===== src/rtl/lcsh_pkg.sv =====
`timescale 1ns / 1ps
`default_nettype none

package lcsh_pkg;

  // fixed payload widths of the channels
  localparam int IN_SYM_W   = 7;
  localparam int OUT_W      = 15;
  localparam int SYM_TAB_N  = 1 << IN_SYM_W;

  // depth of the queue between front and back
  localparam int FIFO_DEPTH = 2;

  // operation codes on the input channel
  localparam logic OP_FIRST  = 1'b0;
  localparam logic OP_SECOND = 1'b1;

  // what the back end has to do with a queued item
  typedef enum logic [1:0] {
    KIND_APPEND,
    KIND_MATCH,
    KIND_DROP
  } kind_t;

  // back end sequencer states
  typedef enum logic [1:0] {
    ST_IDLE,
    ST_SYM,
    ST_TAIL,
    ST_DONE
  } back_state_t;

endpackage

`default_nettype wire


===== src/rtl/lcsh_fifo.sv =====
`timescale 1ns / 1ps
`default_nettype none

module lcsh_fifo import lcsh_pkg::*; #(
  parameter type entry_t = logic
) (
  input  wire    clk,
  input  wire    rst_n,
  input  wire    push_valid,
  output logic   push_ready,
  input  entry_t push_data,
  output logic   pop_valid,
  input  wire    pop_ready,
  output entry_t pop_data
);

  localparam int PTR_W = (FIFO_DEPTH > 1) ? $clog2(FIFO_DEPTH) : 1;
  localparam int CNT_W = $clog2(FIFO_DEPTH + 1);

  entry_t           entries_r [FIFO_DEPTH];
  logic [PTR_W-1:0] wr_ptr_r, wr_ptr_nxt;
  logic [PTR_W-1:0] rd_ptr_r, rd_ptr_nxt;
  logic [CNT_W-1:0] count_r, count_nxt;
  logic             do_push, do_pop;

  assign push_ready = count_r != CNT_W'(FIFO_DEPTH);
  assign pop_valid  = count_r != '0;
  assign pop_data   = entries_r[rd_ptr_r];
  assign do_push    = push_valid && push_ready;
  assign do_pop     = pop_valid && pop_ready;

  // pointer and fill tracking
  always_comb begin
    wr_ptr_nxt = wr_ptr_r;
    rd_ptr_nxt = rd_ptr_r;
    count_nxt  = count_r;
    if (do_push) begin
      wr_ptr_nxt = (wr_ptr_r == PTR_W'(FIFO_DEPTH - 1)) ? '0 : wr_ptr_r + PTR_W'(1);
    end
    if (do_pop) begin
      rd_ptr_nxt = (rd_ptr_r == PTR_W'(FIFO_DEPTH - 1)) ? '0 : rd_ptr_r + PTR_W'(1);
    end
    if (do_push && !do_pop) begin
      count_nxt = count_r + CNT_W'(1);
    end else if (do_pop && !do_push) begin
      count_nxt = count_r - CNT_W'(1);
    end
  end

  always_ff @(posedge clk) begin
    if (!rst_n) begin
      wr_ptr_r <= '0;
      rd_ptr_r <= '0;
      count_r  <= '0;
    end else begin
      wr_ptr_r <= wr_ptr_nxt;
      rd_ptr_r <= rd_ptr_nxt;
      count_r  <= count_nxt;
    end
  end

  // entry storage
  always_ff @(posedge clk) begin
    if (do_push) begin
      entries_r[wr_ptr_r] <= push_data;
    end
  end

endmodule

`default_nettype wire


===== config.mk =====
export PLATFORM = sky130hd
export DESIGN_NAME = lcsh_fifo
export DESIGN_NICKNAME = d
export VERILOG_FILES = /design/src/rtl/lcsh_pkg.sv /design/src/rtl/lcsh_fifo.sv
export SDC_FILE = /design/constraint.sdc
export NUM_CORES = 1
export LEC_CHECK = 0
export ABC_CLOCK_PERIOD_IN_PS = 3050
export BUFFER_PORTS_ARGS = -buffer_cell sky130_fd_sc_hd__buf_2
export CAP_MARGIN = 20
export CORE_AREA = 2 2 39 41
export CTS_BUF_LIST = sky130_fd_sc_hd__clkbuf_2
export CTS_CLUSTER_DIAMETER = 30
export DETAILED_ROUTE_END_ITERATION = 8
export DIE_AREA = 0 0 41 43
export PLACE_DENSITY = 0.48
export SETUP_SLACK_MARGIN = 0.15
export SYNTH_ARGS = -nofsm -noshare
export SYNTH_HDL_FRONTEND = slang
export SYNTH_SLANG_ARGS = --single-unit
export TNS_END_PERCENT = 50

===== constraint.sdc =====
create_clock -name clk -period 3.05 [get_ports clk]
set_input_delay 0.4575 -clock clk [delete_from_list [all_inputs] [get_ports clk]]
set_output_delay 0.4575 -clock clk [all_outputs]
set_load 0.05 [all_outputs]

* Word-level counts from Yosys, hierarchy flattened *
Memory sizes are Yosys's and may differ from the RTL's. A register that Yosys moved wholly into a read port is not among the register bits.
Cells that the tools add are included.

storage, ports and cells
  flip-flop bits (word level) = 4
  memory bits (writable) = 2
  output and inout port bits = 3
  word-level logic and storage cells = 25
  memories = 1

memory list
  name       depth  bits a word  rd ports  clocked after Yosys merged registers in  wr ports  line             text
  entries_r  2      1            1         1                                        1         lcsh_fifo.sv:20  entry_t entries_r [FIFO_DEPTH];

cells by class
  add/sub/neg operators = 4
  equal/unequal tests = 1
  mux-type cells = 8
  reductions and logical operators = 8

operators with widths
  kind                   count
  $mux W1                6
  $logic_and A1 B1 Y1    4
  $mux W2                2
  $reduce_bool A2 Y1     2
  $add A1 B1 Y1 const B  2
  $add A2 B1 Y2 const B  1
  $logic_not A1 Y1       2
  $ne A2 B2 Y1 const B   1
  $sub A2 B1 Y2 const B  1

* Logic depth before layout (Yosys ltp) *
Gate-level depths: netlist of run 1.

  depth after elaboration = 6
  depth in mapped cells = 6

* Worst setup path before layout of run 1 *
No wires, ideal clock.

  path kind = register to register
  start point = reg count_r[0]
  end point = reg count_r[1]
  data arrival time = 1.530 ns
  data required time = 2.980 ns
  slack = 1.450 ns
  cell stages (with the launch flop) = 6
  clock period less this slack = 1.600 ns
  cells stage by stage = dfxtp_1 > nand2b_4 > and2_1 > ha_1 > or3_1 > a21boi_1

on the way
  longest elaborated chain between the ends = 5
  elaborated cells on any way between the ends = 13
  classes of those cells = add/sub: 2; eq/ne: 1; mux: 2; reduce/logical: 8

ends and longest elaborated chain
  element                       line             text
  start, declared               lcsh_fifo.sv:23  logic [CNT_W-1:0] count_r, count_nxt;
  start signal, assigned        lcsh_fifo.sv:58  count_r <= count_nxt;
  $ne A2 B2 Y1 *                lcsh_fifo.sv:26  assign push_ready = count_r != CNT_W'(FIFO_DEPTH);
  net push_ready                lcsh_fifo.sv:10  output logic push_ready,
  $logic_and A1 B1 Y1 *         lcsh_fifo.sv:29  assign do_push = push_valid && push_ready;
  net do_push                   lcsh_fifo.sv:24  logic do_push, do_pop;
  $logic_not A1 Y1              lcsh_fifo.sv:45  end else if (do_pop && !do_push) begin
  $logic_and A1 B1 Y1           lcsh_fifo.sv:45
  $reduce_bool A2 Y1 (no line)  n/a

Mark *: on every way through the listed nets, which the timed path passes. The rest lies on a longest branch. The select of a mux whose other input is x is not followed.
A chain may end at the register's enable or synchronous reset.

* Worst setup path after layout of run 1 *
  start point = reg count_r[0]
  end point = reg count_r[1]

on the way
  longest elaborated chain between the ends = 5
  elaborated cells on any way between the ends = 13
  classes of those cells = add/sub: 2; eq/ne: 1; mux: 2; reduce/logical: 8

ends and longest elaborated chain
  element                       line
  $ne A2 B2 Y1 *                lcsh_fifo.sv:26
  $logic_and A1 B1 Y1 *         lcsh_fifo.sv:29
  net do_push                   lcsh_fifo.sv:24
  $logic_not A1 Y1              lcsh_fifo.sv:45
  $logic_and A1 B1 Y1           lcsh_fifo.sv:45
  $reduce_bool A2 Y1 (no line)  n/a

Marked as above.

==> results.cfg, run 1 <==
[status]
outcome = finished, final reports clean

[route]
drcViolationCount = 0
dr.pass1.iters = 1
wl_um = 547
antenna_left = 0
route.vias.total = 231
drtIter0Drc = 0
vias_per_cell = 4.28
wl_per_cell_um = 10.1

[final_layout]
fillers = 156
layout-drive-gt1-share_pct = 39.5
utilization_pct = 28.1
synthToLayoutAreaGrowth_pct = 23.9
seqCellArea_um2 = 160
antenna_cells = 0
nNetsFinal = 45
multi_input_area_um2 = 150

[pwr]
p_leak_uw = 0.000171
p_per_area_mw_per_mm2 = 1050
ir_drop_mv = 0.453

[worst_setup_path]
crit_family = simple AND/OR/NAND/NOR gates
regToRegStartpoint = count_r[0]
rr_worst_depth = 5
criticalPathCategory = flop to flop
slowest_delay_ns = 0.36
cp_max_fo = 5
endpoint_kind = flop
r2r-end = count_r[1]
crit_path_top_delay_cell = dfxtp_1
worstPathRequired_ns = 3.22
cp_num_buf_inv = 0
setup.worst_path.start_class = flop
rrSetupSlack_ns = 1.46
cp.arrival_ns = 1.76
path_cells = nand2b_4 -> and2_1 -> ha_1 -> or3_1 -> a21boi_1

[clocking]
cts_resized = 0
cts_setup_buffers = 0
clkTransAtPathRegs_ns = 0.08
clock-sinks = 7
cts_buffer_depth = 2
clockRootBuffer = clkbuf_2
tritoncts = yes
htreeDepth = 1
clkLatencyLatePin_ns = 0.23
cts-buffers-inserted = 3
cts_hold_buffers = 0

[sta]
setup_viol = 0
hold_viol = 0
rsz0062_at_grt = no
min_period_over_period_pct = 52.2
slew_violations = 0
fmax_ghz = 0.629
finClkSkew_ns = 0.00163
relSlewSlack_pct = 83.6
fin_tns_setup_ns = 0
period_minus_slack_ns = 1.59
setup_slack_ns = 1.46
worstMarginPinSlew_ns = 0.248

[placement]
portBuffers = 7
place_congestion = 0.638
post-place-ws_ns = 1.44

[global_route]
grt_start_max_net_pins = 6
overflow = 0
grt_pass1_vias = 207
grt_usage_pct = 8.54
grt_pass1_wl_um = 897
antenna_found_initial = 0

[run]
cap_violations = 0

[floorplan]
start_util_pct = 22.7
row_count = 14
io_pins = 8
dieArea_mm2 = 0.00176
core_area_mm2 = 0.00138
die_w_um = 41
die_h_um = 43

[logic_synthesis]
synthDistinctLibCells = 18
syn_inst = 27
yosysSeqAreaShare_pct = 51.0
syn_area_um2 = 314
synth-seq-cells = 7
syn_avg_cell_area_um2 = 11.6
ys_warn_count = 0
syn-num-nets = 33

[worst_hold_path]
hold_path_depth = 1
hp-class = primary input to flop
holdPathEnd = entries_r[1]
worstHoldStart = push_data
## placed cells by master, fill, tap and decap left out
master,instances
buf_2,7
xnor2_1,2
and3_1,1
and2_1,4
nand2b_4,1
nand3b_1,1
or3_1,1
clkbuf_2,4
o21ai_0,1
dfxtp_1,5
xor2_1,1
or2_2,1
a21boi_1,1
edfxtp_1,2
a21bo_2,1
mux2_2,1
ha_1,1
a21boi_0,1
inv_1,1
o21ai_1,1
## worst max path at each step
stage / cells after the start / to / start / slack (ns)
final: 5 / count_r[1] / count_r[0] / 1.46
after global routing: 5 / count_r[1] / count_r[0] / 1.42
after CTS: 5 / count_r[1] / count_r[0] / 1.45
after detailed placement: 5 / count_r[1] / push_valid / 1.44
after global placement: 5 / count_r[1] / push_valid / 1.48
after floorplan: 5 / count_r[1] / count_r[0] / 1.45
## logic make-up after synthesis
logic type      after synthesis  synth area share [%]
mux                           1                  3.59
compound gates                5                  11.2
xor+xnor                      3                  8.37
buf+inv                       1                  1.19
flops                         7                  51.0
simple gates                  9                  20.7
fa+ha+maj                     1                  3.98
## stage by stage
stage	power [µW]	hold slack [ns]	instances	cell area, µm²
after floorplan	304	0.512	27	314
final	409	0.415	54	389
after CTS	415	0.401	54	389
after global placement	333	0.526	50	369
after global routing	435	0.394	54	389
after detailed placement	342	0.564	50	369
## layout make-up
cell class	instances	area share (%)
inverter	1	0.965
timing repair buffer	7	9.00
sequential	7	41.2
clock buffer	4	5.14
multi-input combinational	19	38.6
tap	16	5.14
## worst register-to-register path, delay by kind of cell (launching register included)
| family | cells | cell delay [ns] |
|---|---|---|
| simple gates | 3 | 0.70 |
| flops | 1 | 0.36 |
| fa+ha+maj | 1 | 0.33 |
| compound gates | 1 | 0.14 |
## Yosys cell counts
cell | count | area share, %
nand2b_4 | 1 | 4.4
ha_1 | 1 | 4.0
a21boi_1 | 1 | 2.4
o21ai_0 | 1 | 1.6
a21bo_2 | 1 | 3.2
edfxtp_1 | 2 | 19
or2_2 | 1 | 2.0
a21boi_0 | 1 | 2.4
and2_1 | 4 | 8.0
or3_1 | 1 | 2.0
nand3b_1 | 1 | 2.4
inv_1 | 1 | 1.2
and3_1 | 1 | 2.0
xnor2_1 | 2 | 5.6
xor2_1 | 1 | 2.8
o21ai_1 | 1 | 1.6
mux2_2 | 1 | 3.6
dfxtp_1 | 5 | 32
## layer usage
layer	track usage, %	vias to the layer above	wire length [µm]
met3	6.81	2	50
li1	-	115	-
met5	0	-	0
met2	10.0	6	267
met1	9.03	108	217
met4	8.00	0	11
## power by group
group	switching (µW)	total (µW)	internal, µW
logic	114	193	78.8
registers	22.7	146	123
clock network	35.6	70.5	34.9
total	172	409	237
(Power assumes the default switching activity.)
==> run 2: changes to the inputs <==
ABC_CLOCK_PERIOD_IN_PS = 1290   (was 3050)
PLACE_DENSITY = 0.49   (was 0.48)
clock period = 1.29 ns   (was 3.05 ns; I/O delays follow)
==> results.cfg, run 2 (synthesis gave the netlist of run 1 again) <==
[status]
outcome = finished with violations
violations = setup timing

[pwr]
p_total_uw = 1250
ir_drop_mv = 0.933
p_leak_uw = 0.000215
p_per_area_mw_per_mm2 = 2550

[floorplan]
die_w_um = 41
io_pins = 8
dieArea_mm2 = 0.00176
row_count = 14
start_util_pct = 22.7
die_h_um = 43
core_area_mm2 = 0.00138

[route]
vias_per_cell = 4.07
route.vias.total = 240
drcViolationCount = 0
dr.pass1.iters = 2
wl_per_cell_um = 10.2
wl_um = 601
antenna_left = 0
drtIter0Drc = 4

[sta]
rsz0062_at_grt = yes
slew_violations = 0
min_period_over_period_pct = 112
worstMarginPinSlew_ns = 0.211
setup_viol = 3
period_minus_slack_ns = 1.44
relSlewSlack_pct = 85.9
fmax_ghz = 0.695
hold_viol = 0
setup_slack_ns = -0.149
finClkSkew_ns = 0.00367

[worst_hold_path]
worstHoldStart = push_data
holdPathEnd = entries_r[1]
hold_path_depth = 1
hp-class = primary input to flop

[final_layout]
multi_input_area_um2 = 175
antenna_cells = 0
utilization_pct = 35.3
fin_cells = 59
nNetsFinal = 50
synthToLayoutAreaGrowth_pct = 55.4
seqCellArea_um2 = 163
final_cell_mix = 4 x clkbuf_2, 4 x buf_2, 4 x buf_4
final_area_um2 = 488
fillers = 151
layout-drive-gt1-share_pct = 58.1

[worst_setup_path]
worstPathRequired_ns = 1.44
r2r-end = count_r[1]
cp_max_fo = 3
cp.arrival_ns = 1.59
crit_path_top_delay_cell = dfxtp_2
endpoint_kind = flop
rr_worst_depth = 6
path_cells = nand2b_4 -> and2_4 -> ha_4 -> xor2_1 -> or3_1 -> a21boi_1
slowest_delay_ns = 0.34
rrSetupSlack_ns = -0.15
setup.worst_path.start_class = flop
criticalPathCategory = flop to flop
regToRegStartpoint = count_r[0]

[global_route]
overflow = 0
grt_pass1_wl_mm = 1.02
antenna_found_initial = 0
grt_pass1_vias = 271
grt_usage_pct = 9.27
grt_start_max_net_pins = 6

[placement]
post-place-ws_ns = -0.160
place_congestion = 0.771
dpl_cell_area_um2 = 408
place_inst = 53
portBuffers = 7

[clocking]
tritoncts = yes
clkTransAtPathRegs_ns = 0.07
cts_hold_buffers = 0
clockRootBuffer = clkbuf_2
htreeDepth = 1
clock-sinks = 7
cts_buffer_depth = 2
cts-buffers-inserted = 3
clkLatencyLatePin_ns = 0.23

[run]
cap_violations = 0
## run 2: how the worst max path moves through the flow
stage | to | slack (ns) | depth (start not counted) | startpoint
4_1_cts | count_r[1] | -0.14 | 6 | count_r[0]
3_3_place_gp | count_r[1] | -0.09 | 4 | count_r[1]
3_5_place_dp | count_r[1] | -0.16 | 4 | count_r[1]
5_1_grt | count_r[1] | -0.19 | 6 | count_r[0]
6_report | count_r[1] | -0.15 | 6 | count_r[0]
2_1_floorplan | count_r[1] | -0.18 | 6 | count_r[0]
## run 2: stage by stage
step | setup TNS [ns] | hold WS, ns
2_1_floorplan | -0.220 | 0.292
3_3_place_gp | -0.0875 | 0.383
3_5_place_dp | -0.160 | 0.389
4_1_cts | -0.269 | 0.139
5_1_grt | -0.402 | 0.117
6_report | -0.259 | 0.157
## run 2: area by class of cell
type,count,area share (%)
Clock buffer,4,4.10
Sequential cell,7,33.3
Inverter,1,0.769
Tap cell,16,4.10
Timing Repair Buffer,12,21.8
Multi-Input combinational cell,19,35.9
## run 2: per-layer routing
layer | vias to the layer above | part of all wire, % | track usage [%]
met5 | - | 0 | 0
met4 | 0 | 0 | 7.33
met3 | 0 | 3.5 | 6.81
met2 | 5 | 56 | 14.1
met1 | 109 | 40 | 7.49
li1 | 126 | - | -
## run 2: repair_timing
item | CTS | global route
setup endpoints to repair | 7 | 5
endpoints found under the hold margin | 0 | 0
buffers inserted | 2 | 0
gates resized for setup | 14 | 0
pin swaps | 1 | 0
## run 2: power breakdown
group / switching (µW) / total, µW / internal [µW]
logic: 340 / 738 / 397
registers: 53.3 / 352 / 299
clock network: 74.3 / 157 / 82.3
total: 468 / 1250 / 778
## run 2: critical path, delay by kind of cell (launching register included)
family / cells / cell delay, ns
and+or+nand+nor: 3 / 0.61
adders and majority gates: 1 / 0.15
DFF: 1 / 0.34
AOI/OAI and AO/OA: 1 / 0.13
xor gates and xnor gates: 1 / 0.15
==> run 3: changes to the inputs <==
REMOVE_ABC_BUFFERS = 1   (was unset)
==> results.cfg, run 3 (synthesis gave the netlist of run 1 again) <==
[status]
outcome = finished with violations
violations = setup timing

[clocking]
clock-sinks = 7
clockRootBuffer = clkbuf_2
clkLatencyLatePin_ns = 0.22
htreeDepth = 1
clkTransAtPathRegs_ns = 0.08
tritoncts = yes
cts_hold_buffers = 0
cts-buffers-inserted = 3
cts_buffer_depth = 2

[final_layout]
synthToLayoutAreaGrowth_pct = 57.0
layout-drive-gt1-share_pct = 62.8
antenna_cells = 0
final_cell_mix = 5 x buf_4, 4 x clkbuf_2, 4 x buf_2
nNetsFinal = 50
seqCellArea_um2 = 166
fin_cells = 59
multi_input_area_um2 = 184
fillers = 149
layout_commonest_cell = buf_4

[route]
wl_um = 609
vias_per_cell = 4.27
route.vias.total = 252
drtIter0Drc = 4
wl_per_cell_um = 10.3
dr.pass1.iters = 2
drcViolationCount = 0
antenna_left = 0

[floorplan]
core_area_mm2 = 0.00138
die_h_um = 43
die_w_um = 41
start_util_pct = 22.7
dieArea_mm2 = 0.00176
io_pins = 8
row_count = 14

[sta]
worstMarginPinSlew_ns = 0.182
hold_viol = 0
setup_slack_ns = -0.152
whs_ns = 0.151
fmax_ghz = 0.693
rsz0062_at_grt = yes
relSlewSlack_pct = 87.8
fin_tns_setup_ns = -0.280
period_minus_slack_ns = 1.44
finClkSkew_ns = 0.00544
min_period_over_period_pct = 112
setup_viol = 3
slew_violations = 0

[placement]
hpwl_um = 455
place_congestion = 0.637
portBuffers = 7
place_inst = 54

[global_route]
grt_pass1_vias = 270
grt_use_met3_pct = 5.24
grt_start_max_net_pins = 6
antenna_found_initial = 0
grt_busiest_layer = met2
met2_usage_pct = 14.1
grt_pass1_wl_mm = 1.10
use_met1_pct = 10.7
grt_usage_pct = 10.1
overflow = 0

[pwr]
p_leak_uw = 0.000214
p_per_area_mw_per_mm2 = 2500
p_total_uw = 1230
ir_drop_mv = 1.10

[worst_setup_path]
regToRegStartpoint = count_r[0]
cp.arrival_ns = 1.59
r2r-end = count_r[1]
endpoint_kind = flop
rrSetupSlack_ns = -0.15
rr_worst_depth = 6
worstPathRequired_ns = 1.44
criticalPathCategory = flop to flop
cp_max_fo = 2
setup.worst_path.start_class = flop

[worst_hold_path]
holdPathEnd = entries_r[0]
worstHoldStart = push_data
hold_path_depth = 1
hp-class = primary input to flop

[run]
cap_violations = 0
[run 3: cell counts in the layout (fill, tap and decap cells not counted)]
No cell type changed its count.
[run 3: repair_timing]
item	in CTS	in global routing
buffers inserted	0	1
pin swaps	1	3
endpoints found under the setup margin	5	5
gates resized for setup	18	2
[run 3: how the worst max path moves through the flow]
stage	to	cells past startpoint	slack [ns]	start
2_1_floorplan	count_r[1]	5	-0.31	count_r[0]
3_3_place_gp	count_r[1]	5	-0.16	count_r[1]
3_5_place_dp	count_r[1]	6	-0.25	count_r[1]
4_1_cts	count_r[1]	6	-0.15	count_r[0]
5_1_grt	count_r[1]	6	-0.21	count_r[1]
6_report	count_r[1]	6	-0.15	count_r[0]
[run 3: routing by layer]
| metal | vias to the layer above | wire (µm) |
|---|---|---|
| met4 | 0 | 4 |
| met3 | 2 | 43 |
| met2 | 6 | 329 |
| met1 | 119 | 231 |
| met5 | - | 0 |
| li1 | 125 | - |
[run 3: critical path: stages (launching register included)]
cell and delay (ns):
dfxtp_2 0.32, nand2b_4 0.13, and2_4 0.16, ha_4 0.15, xor2_1 0.15, or3_1 0.33, a21boi_2 0.13
[run 3: power by group]
part / internal [µW] / leakage, µW / switching (µW)
clock: 82.5 / 0.0000166 / 79.6
sequential: 305 / 0.0000613 / 47.5
combinational: 368 / 0.000136 / 351
total: 755 / 0.000214 / 478
[run 3: area by class of cell]
class                           instances  share of cell area [%]
Sequential cell                         7                    33.8
Timing Repair Buffer                   12                    20.1
Clock buffer                            4                    4.06
Multi-Input combinational cell         19                    37.3
Tap cell                               16                    4.06
Inverter                                1                   0.761
[run 3: through the flow]
step | instance area [µm²] | utilization [%] | setup WS [ns]
2_1_floorplan | 314 | - | -0.310
3_3_place_gp | 399 | 28.8 | -0.155
3_5_place_dp | 399 | 28.8 | -0.251
4_1_cts | 482 | 34.8 | -0.146
5_1_grt | 493 | 35.6 | -0.213
6_report | 493 | 35.6 | -0.152
